===== src/rtl/core/mmss_pkg.sv =====
`default_nettype none
// ----------------------------------------------------------------------------
// mmss_pkg
// Shared types, constants and helpers for the exhaustive min-makespan search.
// ----------------------------------------------------------------------------
package mmss_pkg;

  // Fixed payload widths of the ports
  localparam int IDX_W       = 3;
  localparam int IN_WEIGHT_W = 16;
  localparam int OUT_W       = 19;
  localparam int CFG_W       = 4;
  localparam int CFG_IDX_W   = 1;

  // Configuration register indexes
  localparam logic [CFG_IDX_W-1:0] REG_NUM_MACHINES = 1'b0;
  localparam logic [CFG_IDX_W-1:0] REG_NUM_JOBS     = 1'b1;

  // Register reset values
  localparam logic [CFG_W-1:0] NUM_MACHINES_RST = 4'd1;
  localparam logic [CFG_W-1:0] NUM_JOBS_RST     = 4'd1;

  // Default sizes
  localparam int DEF_MAX_JOBS     = 8;
  localparam int DEF_MAX_MACHINES = 8;
  localparam int DEF_WEIGHT_BITS  = 16;

  // Status from the search sequencer
  typedef struct packed {
    logic busy;
    logic done;
  } seq_status_t;

  // Clamp a count register to 1..limit and return the last zero-based index
  function automatic int clamp_last(input logic [CFG_W-1:0] v, input int limit);
    int c;
    c = int'(v);
    if (c == 0) c = 1;
    if (c > limit) c = limit;
    return c - 1;
  endfunction

endpackage
`default_nettype wire


===== src/rtl/core/mmss_ram.sv =====
`default_nettype none
// ----------------------------------------------------------------------------
// mmss_ram
// Generic single-write, single-read RAM with registered read data.
// ----------------------------------------------------------------------------
module mmss_ram #(
  parameter int WIDTH = 16,
  parameter int DEPTH = 64,
  localparam int ADDR_W = (DEPTH > 1) ? $clog2(DEPTH) : 1
) (
  input  wire logic              clk,
  input  wire logic              we,
  input  wire logic [ADDR_W-1:0] waddr,
  input  wire logic [WIDTH-1:0]  wdata,
  input  wire logic              re,
  input  wire logic [ADDR_W-1:0] raddr,
  output logic      [WIDTH-1:0]  rdata
);

  logic [WIDTH-1:0] mem [DEPTH];

  // Write port
  always_ff @(posedge clk) begin
    if (we) begin
      mem[waddr] <= wdata;
    end
  end

  // Registered read port
  always_ff @(posedge clk) begin
    if (re) begin
      rdata <= mem[raddr];
    end
  end

endmodule
`default_nettype wire


===== src/rtl/core/mmss_alu.sv =====
`default_nettype none
// ----------------------------------------------------------------------------
// mmss_alu
// Shared load adder: adds a weight to a machine load, or takes it back off.
// ----------------------------------------------------------------------------
module mmss_alu #(
  parameter int LOAD_W      = 19,
  parameter int WEIGHT_BITS = 16
) (
  input  wire logic [LOAD_W-1:0]      load_in,
  input  wire logic [WEIGHT_BITS-1:0] weight,
  input  wire logic                   sub,
  output logic      [LOAD_W-1:0]      load_out
);

  logic [LOAD_W-1:0] weight_ext;

  // Widen the weight to load width
  assign weight_ext = LOAD_W'(weight);

  // Add on descent, subtract on backtrack
  always_comb begin
    if (sub) begin
      load_out = load_in - weight_ext;
    end else begin
      load_out = load_in + weight_ext;
    end
  end

endmodule
`default_nettype wire


===== src/rtl/core/mmss_seq.sv =====
`default_nettype none
// ----------------------------------------------------------------------------
// mmss_seq
// Depth-first search sequencer: walks job-to-machine assignments, keeps the
// machine loads and per-level running maximum, and prunes hopeless branches.
// ----------------------------------------------------------------------------
module mmss_seq #(
  parameter int MAX_JOBS     = mmss_pkg::DEF_MAX_JOBS,
  parameter int MAX_MACHINES = mmss_pkg::DEF_MAX_MACHINES,
  parameter int WEIGHT_BITS  = mmss_pkg::DEF_WEIGHT_BITS,
  localparam int LVL_W  = (MAX_JOBS > 1) ? $clog2(MAX_JOBS) : 1,
  localparam int DIG_W  = (MAX_MACHINES > 1) ? $clog2(MAX_MACHINES) : 1,
  localparam int LOAD_W = WEIGHT_BITS + $clog2(MAX_JOBS),
  localparam int DEPTH  = MAX_JOBS * MAX_MACHINES,
  localparam int ADDR_W = (DEPTH > 1) ? $clog2(DEPTH) : 1
) (
  input  wire logic                   clk,
  input  wire logic                   rst,
  input  wire logic                   start,
  input  wire logic [LVL_W-1:0]       jobs_last,
  input  wire logic [DIG_W-1:0]       mach_last,
  output logic                        rd_en,
  output logic      [ADDR_W-1:0]      rd_addr,
  input  wire logic [WEIGHT_BITS-1:0] rd_data,
  input  wire logic                   ack,
  output mmss_pkg::seq_status_t       status,
  output logic      [LOAD_W-1:0]      best
);

  typedef enum logic [5:0] {
    S_IDLE  = 6'b000001,
    S_FETCH = 6'b000010,
    S_ADD   = 6'b000100,
    S_CMP   = 6'b001000,
    S_BACK  = 6'b010000,
    S_DONE  = 6'b100000
  } state_t;

  state_t state;

  logic [LVL_W-1:0]       level;
  logic [LVL_W-1:0]       level_up;
  logic [LVL_W-1:0]       jobs_last_q;
  logic [DIG_W-1:0]       mach_last_q;
  logic [DIG_W-1:0]       digit [MAX_JOBS];
  logic [LOAD_W-1:0]      loads [MAX_MACHINES];
  logic [LOAD_W-1:0]      max_stk [MAX_JOBS];
  logic [WEIGHT_BITS-1:0] w_stk [MAX_JOBS];
  logic [WEIGHT_BITS-1:0] w_q;
  logic [LOAD_W-1:0]      sum_q;
  logic                   best_valid;

  logic [DIG_W-1:0]       cur_dig;
  logic [LOAD_W-1:0]      cur_max;
  logic [LOAD_W-1:0]      cand;
  logic [LOAD_W-1:0]      alu_y;
  logic [WEIGHT_BITS-1:0] alu_b;
  logic                   alu_sub;
  logic                   pruned;
  logic                   last_dig;
  logic                   at_leaf;
  logic                   at_root;

  // Current node of the walk
  assign cur_dig  = digit[level];
  assign cur_max  = max_stk[level];
  assign level_up = level + 1'b1;
  assign last_dig = (cur_dig == mach_last_q);
  assign at_leaf  = (level == jobs_last_q);
  assign at_root  = (level == '0);

  // Candidate makespan and the cut against the best so far
  assign cand   = (sum_q > cur_max) ? sum_q : cur_max;
  assign pruned = best_valid && (cand >= best);

  // Weight fetch for the current node
  assign rd_en   = (state == S_FETCH);
  assign rd_addr = ADDR_W'(level) * ADDR_W'(MAX_MACHINES) + ADDR_W'(cur_dig);

  // Shared adder: add on try, subtract on backtrack
  assign alu_sub = (state == S_BACK);
  assign alu_b   = alu_sub ? w_stk[level] : rd_data;

  mmss_alu #(
    .LOAD_W      (LOAD_W),
    .WEIGHT_BITS (WEIGHT_BITS)
  ) u_alu (
    .load_in  (loads[cur_dig]),
    .weight   (alu_b),
    .sub      (alu_sub),
    .load_out (alu_y)
  );

  assign status.busy = (state != S_IDLE);
  assign status.done = (state == S_DONE);

  // Sequencer
  always_ff @(posedge clk) begin
    if (rst) begin
      state      <= S_IDLE;
      best_valid <= 1'b0;
    end else begin
      unique case (state)
        S_IDLE: begin
          if (start) begin
            level       <= '0;
            digit[0]    <= '0;
            max_stk[0]  <= '0;
            best_valid  <= 1'b0;
            jobs_last_q <= jobs_last;
            mach_last_q <= mach_last;
            for (int m = 0; m < MAX_MACHINES; m++) begin
              loads[m] <= '0;
            end
            state <= S_FETCH;
          end
        end
        S_FETCH: begin
          state <= S_ADD;
        end
        S_ADD: begin
          sum_q <= alu_y;
          w_q   <= rd_data;
          state <= S_CMP;
        end
        S_CMP: begin
          if (!pruned && !at_leaf) begin
            // Descend: commit the load and open the next job
            loads[cur_dig]    <= sum_q;
            w_stk[level]      <= w_q;
            max_stk[level_up] <= cand;
            digit[level_up]   <= '0;
            level             <= level_up;
            state             <= S_FETCH;
          end else begin
            if (!pruned) begin
              best       <= cand;
              best_valid <= 1'b1;
            end
            // Advance to the next machine or climb back
            if (!last_dig) begin
              digit[level] <= cur_dig + 1'b1;
              state        <= S_FETCH;
            end else if (at_root) begin
              state <= S_DONE;
            end else begin
              level <= level - 1'b1;
              state <= S_BACK;
            end
          end
        end
        S_BACK: begin
          // Drop the weight of this level's job from its machine
          loads[cur_dig] <= alu_y;
          if (!last_dig) begin
            digit[level] <= cur_dig + 1'b1;
            state        <= S_FETCH;
          end else if (at_root) begin
            state <= S_DONE;
          end else begin
            level <= level - 1'b1;
            state <= S_BACK;
          end
        end
        S_DONE: begin
          if (ack) begin
            state <= S_IDLE;
          end
        end
        default: begin
          state <= S_IDLE;
        end
      endcase
    end
  end

endmodule
`default_nettype wire


===== src/rtl/core/exhaustive_min_makespan_search_unit.sv =====
`default_nettype none
// A weight write word is stored in the table. A start word runs a depth-first
// search: each tried node passes the fetch, add and compare states, each
// backtrack the back state, and branches that cannot beat the best are cut.
// Throughput: one word per cycle for writes; in_stall is high during a search.
// The single adder and the one table read port set the search time.
// Reset: synchronous; clears sequencer and output valid, config counts to 1.
// ----------------------------------------------------------------------------
// exhaustive_min_makespan_search_unit
// Loads a job-by-machine weight table and, on a start word, returns the
// smallest makespan over all assignments of jobs to machines.
// ----------------------------------------------------------------------------
module exhaustive_min_makespan_search_unit #(
  parameter int MAX_JOBS     = mmss_pkg::DEF_MAX_JOBS,
  parameter int MAX_MACHINES = mmss_pkg::DEF_MAX_MACHINES,
  parameter int WEIGHT_BITS  = mmss_pkg::DEF_WEIGHT_BITS
) (
  input  wire logic                                clk,
  input  wire logic                                rst,
  input  wire logic                                in_valid,
  output logic                                     in_stall,
  input  wire logic [mmss_pkg::IDX_W-1:0]          job_index,
  input  wire logic [mmss_pkg::IDX_W-1:0]          machine_index,
  input  wire logic [mmss_pkg::IN_WEIGHT_W-1:0]    job_weight,
  input  wire logic                                start_search,
  output logic                                     out_valid,
  input  wire logic                                out_stall,
  output logic      [mmss_pkg::OUT_W-1:0]          best_makespan,
  input  wire logic                                cfg_write,
  input  wire logic [mmss_pkg::CFG_IDX_W-1:0]      cfg_index,
  input  wire logic [mmss_pkg::CFG_W-1:0]          cfg_data
);

  localparam int LVL_W  = (MAX_JOBS > 1) ? $clog2(MAX_JOBS) : 1;
  localparam int DIG_W  = (MAX_MACHINES > 1) ? $clog2(MAX_MACHINES) : 1;
  localparam int LOAD_W = WEIGHT_BITS + $clog2(MAX_JOBS);
  localparam int DEPTH  = MAX_JOBS * MAX_MACHINES;
  localparam int ADDR_W = (DEPTH > 1) ? $clog2(DEPTH) : 1;

  logic [mmss_pkg::CFG_W-1:0] num_machines;
  logic [mmss_pkg::CFG_W-1:0] num_jobs;

  mmss_pkg::seq_status_t status;

  logic                   in_take;
  logic                   start;
  logic                   wr_en;
  logic                   in_range;
  logic [ADDR_W-1:0]      wr_addr;
  logic [WEIGHT_BITS-1:0] wr_data;
  logic                   rd_en;
  logic [ADDR_W-1:0]      rd_addr;
  logic [WEIGHT_BITS-1:0] rd_data;
  logic [LVL_W-1:0]       jobs_last;
  logic [DIG_W-1:0]       mach_last;
  logic                   ack;
  logic [LOAD_W-1:0]      best;

  // Configuration registers
  always_ff @(posedge clk) begin
    if (rst) begin
      num_machines <= mmss_pkg::NUM_MACHINES_RST;
      num_jobs     <= mmss_pkg::NUM_JOBS_RST;
    end else if (cfg_write) begin
      unique case (cfg_index)
        mmss_pkg::REG_NUM_MACHINES: num_machines <= cfg_data;
        mmss_pkg::REG_NUM_JOBS:     num_jobs     <= cfg_data;
        default: ;
      endcase
    end
  end

  // Input handshake: hold off while a search runs
  assign in_stall = status.busy;
  assign in_take  = in_valid && !in_stall;
  assign start    = in_take && start_search;

  // Table write; drop words whose indexes fall outside the table
  assign in_range = (int'(job_index) < MAX_JOBS) && (int'(machine_index) < MAX_MACHINES);
  assign wr_en    = in_take && !start_search && in_range;
  assign wr_addr  = ADDR_W'(job_index) * ADDR_W'(MAX_MACHINES) + ADDR_W'(machine_index);
  assign wr_data  = WEIGHT_BITS'(job_weight);

  mmss_ram #(
    .WIDTH (WEIGHT_BITS),
    .DEPTH (DEPTH)
  ) u_table (
    .clk   (clk),
    .we    (wr_en),
    .waddr (wr_addr),
    .wdata (wr_data),
    .re    (rd_en),
    .raddr (rd_addr),
    .rdata (rd_data)
  );

  // Clamp the counts to 1..limit, passed on as last indexes
  assign jobs_last = LVL_W'(mmss_pkg::clamp_last(num_jobs, MAX_JOBS));
  assign mach_last = DIG_W'(mmss_pkg::clamp_last(num_machines, MAX_MACHINES));

  mmss_seq #(
    .MAX_JOBS     (MAX_JOBS),
    .MAX_MACHINES (MAX_MACHINES),
    .WEIGHT_BITS  (WEIGHT_BITS)
  ) u_seq (
    .clk       (clk),
    .rst       (rst),
    .start     (start),
    .jobs_last (jobs_last),
    .mach_last (mach_last),
    .rd_en     (rd_en),
    .rd_addr   (rd_addr),
    .rd_data   (rd_data),
    .ack       (ack),
    .status    (status),
    .best      (best)
  );

  // Output register: load the result once the slot is free
  assign ack = status.done && (!out_valid || !out_stall);

  always_ff @(posedge clk) begin
    if (rst) begin
      out_valid <= 1'b0;
    end else if (ack) begin
      out_valid     <= 1'b1;
      best_makespan <= mmss_pkg::OUT_W'(best);
    end else if (!out_stall) begin
      out_valid <= 1'b0;
    end
  end

endmodule
`default_nettype wire

===== config.mk =====
export PLATFORM = sky130hd
export DESIGN_NAME = exhaustive_min_makespan_search_unit
export DESIGN_NICKNAME = d
export VERILOG_FILES = /design/src/rtl/core/mmss_pkg.sv /design/src/rtl/core/mmss_ram.sv /design/src/rtl/core/mmss_alu.sv /design/src/rtl/core/mmss_seq.sv /design/src/rtl/core/exhaustive_min_makespan_search_unit.sv
export SDC_FILE = /design/constraint.sdc
export NUM_CORES = 2
export LEC_CHECK = 0
export ABC_AREA = 1
export BUFFER_PORTS_ARGS = -buffer_cell sky130_fd_sc_hd__buf_2
export CORE_MARGIN = 2
export CORE_UTILIZATION = 50
export CTS_CLUSTER_SIZE = 20
export DETAILED_ROUTE_END_ITERATION = 6
export GPL_TIMING_DRIVEN = 0
export PLACE_DENSITY = 0.64
export SLEW_MARGIN = 10
export SYNTH_ARGS = -nofsm -noshare
export SYNTH_HDL_FRONTEND = slang
export SYNTH_SLANG_ARGS = --single-unit
export TNS_END_PERCENT = 30

===== constraint.sdc =====
create_clock -name clk -period 17.46 [get_ports clk]
set_input_delay 1.746 -clock clk [delete_from_list [all_inputs] [get_ports clk]]
set_output_delay 1.746 -clock clk [all_outputs]
set_load 0.05 [all_outputs]

# Word level (Yosys, flattened, before mapping)

Memories as Yosys holds them, arrays and structs flattened. A register that Yosys moved wholly into a read port is not among the register bits.
Index checks and enable logic that the tools add are counted.

Register bits after elaboration: 98
Bits in writable memories: 1,480
Output and inout bits: 21
Memories kept: 5

Add/sub/neg operators: 9
$lt $le $gt $ge: 4
Equality and inequality tests: 14
Multiplexer cells: 62
Bitwise gates (word level): 6
Reductions and logical operators: 31

Memory list:

| name          | depth | width | rd ports | clocked after memory_dff | wr ports | line           | RTL |
|---|---|---|---|---|---|---|---|
| u_table.mem   | 64    | 16    | 1        | 1                        | 1        | mmss_ram.sv:20 | `logic [WIDTH-1:0] mem [DEPTH];` |
| u_seq.loads   | 8     | 19    | 1        | 0                        | 8        | mmss_seq.sv:46 | `logic [LOAD_W-1:0] loads [MAX_MACHINES];` |
| u_seq.max_stk | 8     | 19    | 1        | 1                        | 1        | mmss_seq.sv:47 | `logic [LOAD_W-1:0] max_stk [MAX_JOBS];` |
| u_seq.w_stk   | 8     | 16    | 1        | 1                        | 1        | mmss_seq.sv:48 | `logic [WEIGHT_BITS-1:0] w_stk [MAX_JOBS];` |
| u_seq.digit   | 8     | 3     | 1        | 1                        | 1        | mmss_seq.sv:45 | `logic [DIG_W-1:0] digit [MAX_JOBS];` |

Operators by type and width:

| operator                                                         | number |
|---|---|
| 19-bit two-way mux                                               | 5 |
| 3-bit two-way mux                                                | 16 |
| 19-bit OR reduction                                              | 2 |
| 6-bit case mux with 6 select lines                               | 1 |
| 1-bit two-way mux                                                | 30 |
| 6-bit two-way mux                                                | 5 |
| 19-bit by 16-bit adder with 19-bit output                        | 1 |
| 19-bit >= comparator                                             | 1 |
| 19-bit > comparator                                              | 1 |
| 19-bit by 16-bit subtractor with 19-bit output                   | 1 |
| 16-bit two-way mux                                               | 1 |
| 6-bit by 3-bit adder with 6-bit output                           | 2 |
| 2-bit AND reduction                                              | 5 |
| 3-bit case mux with 3 select lines                               | 1 |
| 4-bit > comparator (second input constant)                       | 2 |
| 4-bit zero test                                                  | 2 |
| 4-bit two-way mux                                                | 2 |
| 4-bit AND reduction                                              | 2 |
| 3-bit by 1-bit adder with 3-bit output (second input constant)   | 2 |
| 3-bit == test                                                    | 2 |
| 6-bit by 1-bit == test with 1-bit output (second input constant) | 1 |
| 6-bit by 2-bit == test with 1-bit output (second input constant) | 1 |
| 6-bit by 3-bit == test with 1-bit output (second input constant) | 1 |
| 6-bit by 4-bit == test with 1-bit output (second input constant) | 1 |
| 18 further kinds                                                 | 38 |

# Depth between registers and ports, before layout

Depth after elaboration: 13
Gate-level depth with buffers: 39
Mapped depth without buffers: 32

# By module

Synthesis repeated with hierarchy kept, for this count alone.

Cell total of the unflattened synthesis: 5,749
Area, all modules: 67,328.3 um^2

By module, submodules not included:

| module                              | times used | cells each | area an instance (um^2) | seq. area each (um^2) |
|---|---|---|---|---|
| mmss_ram                            | 1          | 3,517      | 42,259.3                | 31,230.0 |
| mmss_seq                            | 1          | 1,861      | 22,536.6                | 15,785.1 |
| mmss_alu                            | 1          | 283        | 1,501.4                 | 0.0 |
| exhaustive_min_makespan_search_unit | 1          | 88         | 1,031.0                 | 750.7 |

# Least setup slack after synthesis

No wires, ideal clock.

Path type: register to register
From: reg with a tool-made name
To: mem u_seq.w_stk[0][0], enable pin
Setup time: 0.430 ns
Arrival time: 6.177 ns
Data required time: 17.030 ns
Setup slack: 10.853 ns
Stages on the path, launching flop included: 35
Buffers on the path: 8
Path through: dfxtp_1 -> buf_6 -> buf_6 -> buf_4 -> buf_4 -> buf_2 -> clkbuf_1 -> o21ai_0 -> o221ai_1 -> o21ai_0 -> ha_1 -> nand2_1 -> inv_1 -> nand3_1 -> nor4_1 -> o21ai_0 -> nand3_1 -> nand2_1 -> inv_1 -> clkbuf_1 -> nand2_1 -> o21ai_1 -> ha_1 -> a21oi_1 -> nor2_1 -> nor3_1 -> nand2_1 -> nand2_1 -> nand4_1 -> nand2_1 -> nand2_1 -> nor2_2 -> nand2_1 -> buf_2 -> nor4_1

RTL lines:

| item      | line |
|---|---|
| to (decl) | mmss_seq.sv:48 |

==> run_results.csv <==
group,metric,value,unit
status,run_status,"finished clean",
synth,yosys.area_share.adder,1.25,%
final_layout,finish.instance_area,0.0736,sq mm
route,drt-vias-per-instance,6.05,
place,post-place-ws,8760,ps
critical_path,crit_path_end_kind,"register",
global_route,global_route.usage.total,32.4,%
synth,synth_simple_gate_area_share,15.6,%
sta,period_needed,8950,ps
pwr,p_sw,2.27,mW
route,drtAntennaViolNets,0,
critical_path,critical_path.most_common_cell,"sky130_fd_sc_hd__nand2_1",
clock_network,clock_latency,820,ps
synth,mappedNetlistNets,5312,
pwr,ir_worst_vdd,0.110,mV
critical_path,worst-path-max-fanout,19,
synth,yosys.cell_types.count,55,
floorplan,placementRows,131,
sta,final_critical_path_setup_slack,8510,ps
sta,timing.slew.headroom,1.38,%
route,drc,0,
sta,finalHoldWorstSlack,446,ps
sta,count_of_final_max_slew_check_failures,0,
critical_path,largest_incremental_delay_on_the_critical_path,800,ps
global_route,grt_overflow_total,0,
sta,post_route_setup_tns,0,ps
clock_network,cts.htree.levels,4,
synth,synth-compound-area-share,5.16,%
final_layout,layout-drive-gt1-share,11.2,%
synth,netlist_area,0.0645,sq mm
synth,synthMuxAreaShare,0.248,%
place,gpl.final_weighted_congestion,0.989,
clock_network,cts.hold.buffers_added,0,
critical_path,crit_path_start_kind,"register",
place,dp.cells,7017,
pwr,powerDensity,117,mW/mm^2
sta,setup_viol,0,
global_route,antenna_found_initial,10,
global_route,grt_first_pass_wirelength,298000,microns
route,vias,44224,
floorplan,start_util,50.5,%
global_route,global_route.usage.met2,50.6,%
sta,max_slew.worst_pin.slew,1480,ps
floorplan,boundaryPins,54,
floorplan,chipHeight,363,microns
floorplan,placeableCoreArea,0.128,sq mm
synth,postSynthRegisterBits,1597,
route,finalWirelength,216000,microns
floorplan,chipWidth,363,microns
clock_network,number_of_buffers_on_the_longest_clock_path,3,
place,detailed_place.area,0.0685,sq mm
final_layout,fin_util,57.5,%
critical_path,crit_path_arrival_time,9230,ps
synth,leading_register_cell_type_out_of_synthesis,"sky130_fd_sc_hd__edfxtp_1",
synth,main_combinational_cell_family_by_area_after_synthesis,"simple AND/OR/NAND/NOR gates",
min_path,worstHoldPathType,"reg2reg",
synth,synth_edf_count,1578,
synth,synth_area_per_cell,12.4,sq um
global_route,first_global_vias,40536,
clock_network,postCtsResizedCells,0,
synth,synth-xor-area-share,0.516,%
sta,final.period_utilization,51.3,%
clock_network,cts_made_buffers,162,
final_layout,finalNonFillerCells,7311,
pwr,leakage,26.1,nW
clock_network,clock_tree_from_tritoncts,"built",
final_layout,layout.filler_cells,10221,
global_route,busiest_layer,"met2",
global_route,met1_usage,42.0,%
synth,synth_async_sr_flop_share,0,%
global_route,largest_net_degree_at_the_start_of_global_routing,65,
synth,ys.warnings.count,0,
route,count_of_routing_violations_after_the_opening_detailed_route_iteration,7303,
sta,hold_viol_final,0,
critical_path,cp_data_required_time,17740,ps
route,detail_route.wl_per_cell,29.6,microns
place,dp_hpwl,142000,microns
place,place.port_buffers,52,
clock_network,clock_sink_count,1597,
clock_network,post_cts.repair.setup_buffers,0,
critical_path,cpMaxStageDelayCell,"sky130_fd_sc_hd__nand2_1",
pwr,fin_total_pwr,8.60,mW
clock_network,clkTransAtPathRegs,60,ps
global_route,grt.met3_usage,8.09,%
floorplan,dieArea,0.132,sq mm
pwr,power_share_of_the_combinational_group,11.8,%
final_layout,flow.area_growth_from_synthesis,14.0,%
pwr,seq_power_share,49.3,%
route,drt-pass1-iter-count,6,
sta,clock_skew,40.2,ps
sta,grt_setup_unrepaired,"false",
clock_network,clock-root-buffer,"sky130_fd_sc_hd__clkbuf_16",
synth,synth.yosys.seq_area_share,74.0,%
synth,postSynthCellCount,5215,
sta,clock.fmax,112,MHz
run,drv.max_cap_violation_count,0,
pwr,netSwitchingFraction,26.4,%
pwr,p_int,6.33,mW
pwr,clkPwrFrac,39.0,%
critical_path,critical_path_class,"reg2reg",
final_layout,layout.nets,5617,
## power groups by stage
stage,clock network (mW),logic [mW],registers (mW)
after floorplan,0,0.511,4.32
final,3.35,1.01,4.24
after CTS,3.35,0.974,4.24
after detailed placement,0,0.970,4.32
after global placement,0,0.954,4.32
after global routing,3.49,1.05,4.24
## cells by family (layout without fill, tap and decap cells)
kind of cell | count (synthesis) | in the layout
AND/OR/NAND/NOR | 2453 | 2453
flip-flops | 1597 | 1597
AO/OA/AOI/OAI | 580 | 580
buffers and inverters | 467 | 900
adder cells (fa/ha/maj) | 64 | 64
XOR/XNOR | 38 | 38
multiplexers | 16 | 16
other | 0 | 1
## worst max-delay path, delay by kind of cell, from the launching register on
| family | cells | cell delay (ps) |
|---|---|---|
| buffers and inverters | 10 | 2560 |
| flip-flops | 1 | 320 |
| AND/OR/NAND/NOR | 16 | 3480 |
| adder cells (fa/ha/maj) | 2 | 840 |
| AO/OA/AOI/OAI | 5 | 1200 |
## final cells by class
| type | instances | area, sq um | share of cell area (%) |
|---|---|---|---|
| Clock inverter | 85 | 713 | 0.969 |
| Buffer | 235 | 1190 | 1.62 |
| Clock buffer | 207 | 4340 | 5.90 |
| Multi-Input combinational cell | 3151 | 15100 | 20.5 |
| Sequential cell | 1597 | 47800 | 64.9 |
| Antenna cell | 1 | 2.50 | 0.00340 |
| Tap cell | 1662 | 2080 | 2.83 |
| Timing Repair Buffer | 141 | 1540 | 2.09 |
| Inverter | 232 | 873 | 1.19 |
## registers in the layout, indices dropped and copies added, names as in the netlist, named ones only
signal / count
u_seq.loads: 152
u_seq.sum_q: 19
best_makespan: 19
u_table.rdata: 16
u_table.mem: 1024
u_seq.jobs_last_q: 3
u_seq.mach_last_q: 3
u_seq.best: 19
num_machines: 4
u_seq.state: 6
u_seq.max_stk: 152
out_valid: 1
u_seq.w_q: 16
u_seq.level: 3
num_jobs: 4
u_seq.w_stk: 128
u_seq.digit: 24
u_seq.best_valid: 1
## routing by layer
layer | share of wire [%] | routed length [microns]
met4 | 6.4 | 13800
met1 | 36 | 77800
met5 | 0.030 | 65
met2 | 45 | 97700
met3 | 12 | 26700
## path summary, 6_finish.rpt
path / start / to / slack [ps] / depth (start not counted)
min: u_seq.best[18]$_DFFE_PP_ / best_makespan[18]$_DFFE_PP_ / 450 / 0
max: register / u_seq.loads[6][0]$_SDFFCE_PN0P_ / 8510 / 33
max reg2reg: register / u_seq.loads[6][0]$_SDFFCE_PN0P_ / 8510 / 33
min reg2reg: u_seq.best[18]$_DFFE_PP_ / best_makespan[18]$_DFFE_PP_ / 450 / 0
## synthesized netlist by cell type, types with 5 or more instances
| cell type | count | area [sq um] |
|---|---|---|
| sky130_fd_sc_hd__nor2_1 | 524 | 1970 |
| sky130_fd_sc_hd__nand4_1 | 179 | 1120 |
| sky130_fd_sc_hd__buf_4 | 22 | 165 |
| sky130_fd_sc_hd__edfxtp_1 | 1578 | 47400 |
| sky130_fd_sc_hd__nand3_1 | 170 | 851 |
| sky130_fd_sc_hd__buf_1 | 12 | 45.0 |
| sky130_fd_sc_hd__nand3_2 | 5 | 50.1 |
| sky130_fd_sc_hd__clkinv_1 | 5 | 18.8 |
| sky130_fd_sc_hd__inv_2 | 12 | 45.0 |
| sky130_fd_sc_hd__o21ai_1 | 60 | 300 |
| sky130_fd_sc_hd__buf_2 | 113 | 566 |
| sky130_fd_sc_hd__o21ai_0 | 218 | 1090 |
| sky130_fd_sc_hd__o221ai_1 | 18 | 158 |
| sky130_fd_sc_hd__a221oi_1 | 10 | 87.6 |
| sky130_fd_sc_hd__ha_1 | 63 | 788 |
| sky130_fd_sc_hd__nor3_1 | 20 | 100 |
| sky130_fd_sc_hd__xnor2_1 | 14 | 123 |
| sky130_fd_sc_hd__a21oi_1 | 150 | 751 |
| sky130_fd_sc_hd__xor2_1 | 24 | 210 |
| sky130_fd_sc_hd__nand2_1 | 1511 | 5670 |
| sky130_fd_sc_hd__dfxtp_1 | 19 | 380 |
| sky130_fd_sc_hd__inv_1 | 214 | 803 |
| sky130_fd_sc_hd__buf_6 | 11 | 124 |
| sky130_fd_sc_hd__a22oi_1 | 66 | 495 |
| sky130_fd_sc_hd__o22ai_1 | 20 | 125 |
| sky130_fd_sc_hd__nand3b_1 | 12 | 90.1 |
| sky130_fd_sc_hd__nor4_1 | 14 | 87.6 |
| sky130_fd_sc_hd__o21a_1 | 12 | 90.1 |
| sky130_fd_sc_hd__mux2i_1 | 16 | 160 |
| sky130_fd_sc_hd__clkbuf_1 | 77 | 289 |
## layout by cell type (no fill, tap or decap), types with 60 or more instances in the layout
master	count
sky130_fd_sc_hd__nand2_1	1511
sky130_fd_sc_hd__nand4_1	179
sky130_fd_sc_hd__clkbuf_16	167
sky130_fd_sc_hd__ha_1	63
sky130_fd_sc_hd__edfxtp_1	1578
sky130_fd_sc_hd__nor2_2	62
sky130_fd_sc_hd__o21ai_0	218
sky130_fd_sc_hd__a21oi_1	150
sky130_fd_sc_hd__nor2_1	448
sky130_fd_sc_hd__inv_1	214
sky130_fd_sc_hd__o21ai_1	60
sky130_fd_sc_hd__clkbuf_1	112
sky130_fd_sc_hd__buf_2	151
sky130_fd_sc_hd__a22oi_1	66
sky130_fd_sc_hd__nand3_1	170
Power figures use the tool's default switching activity.
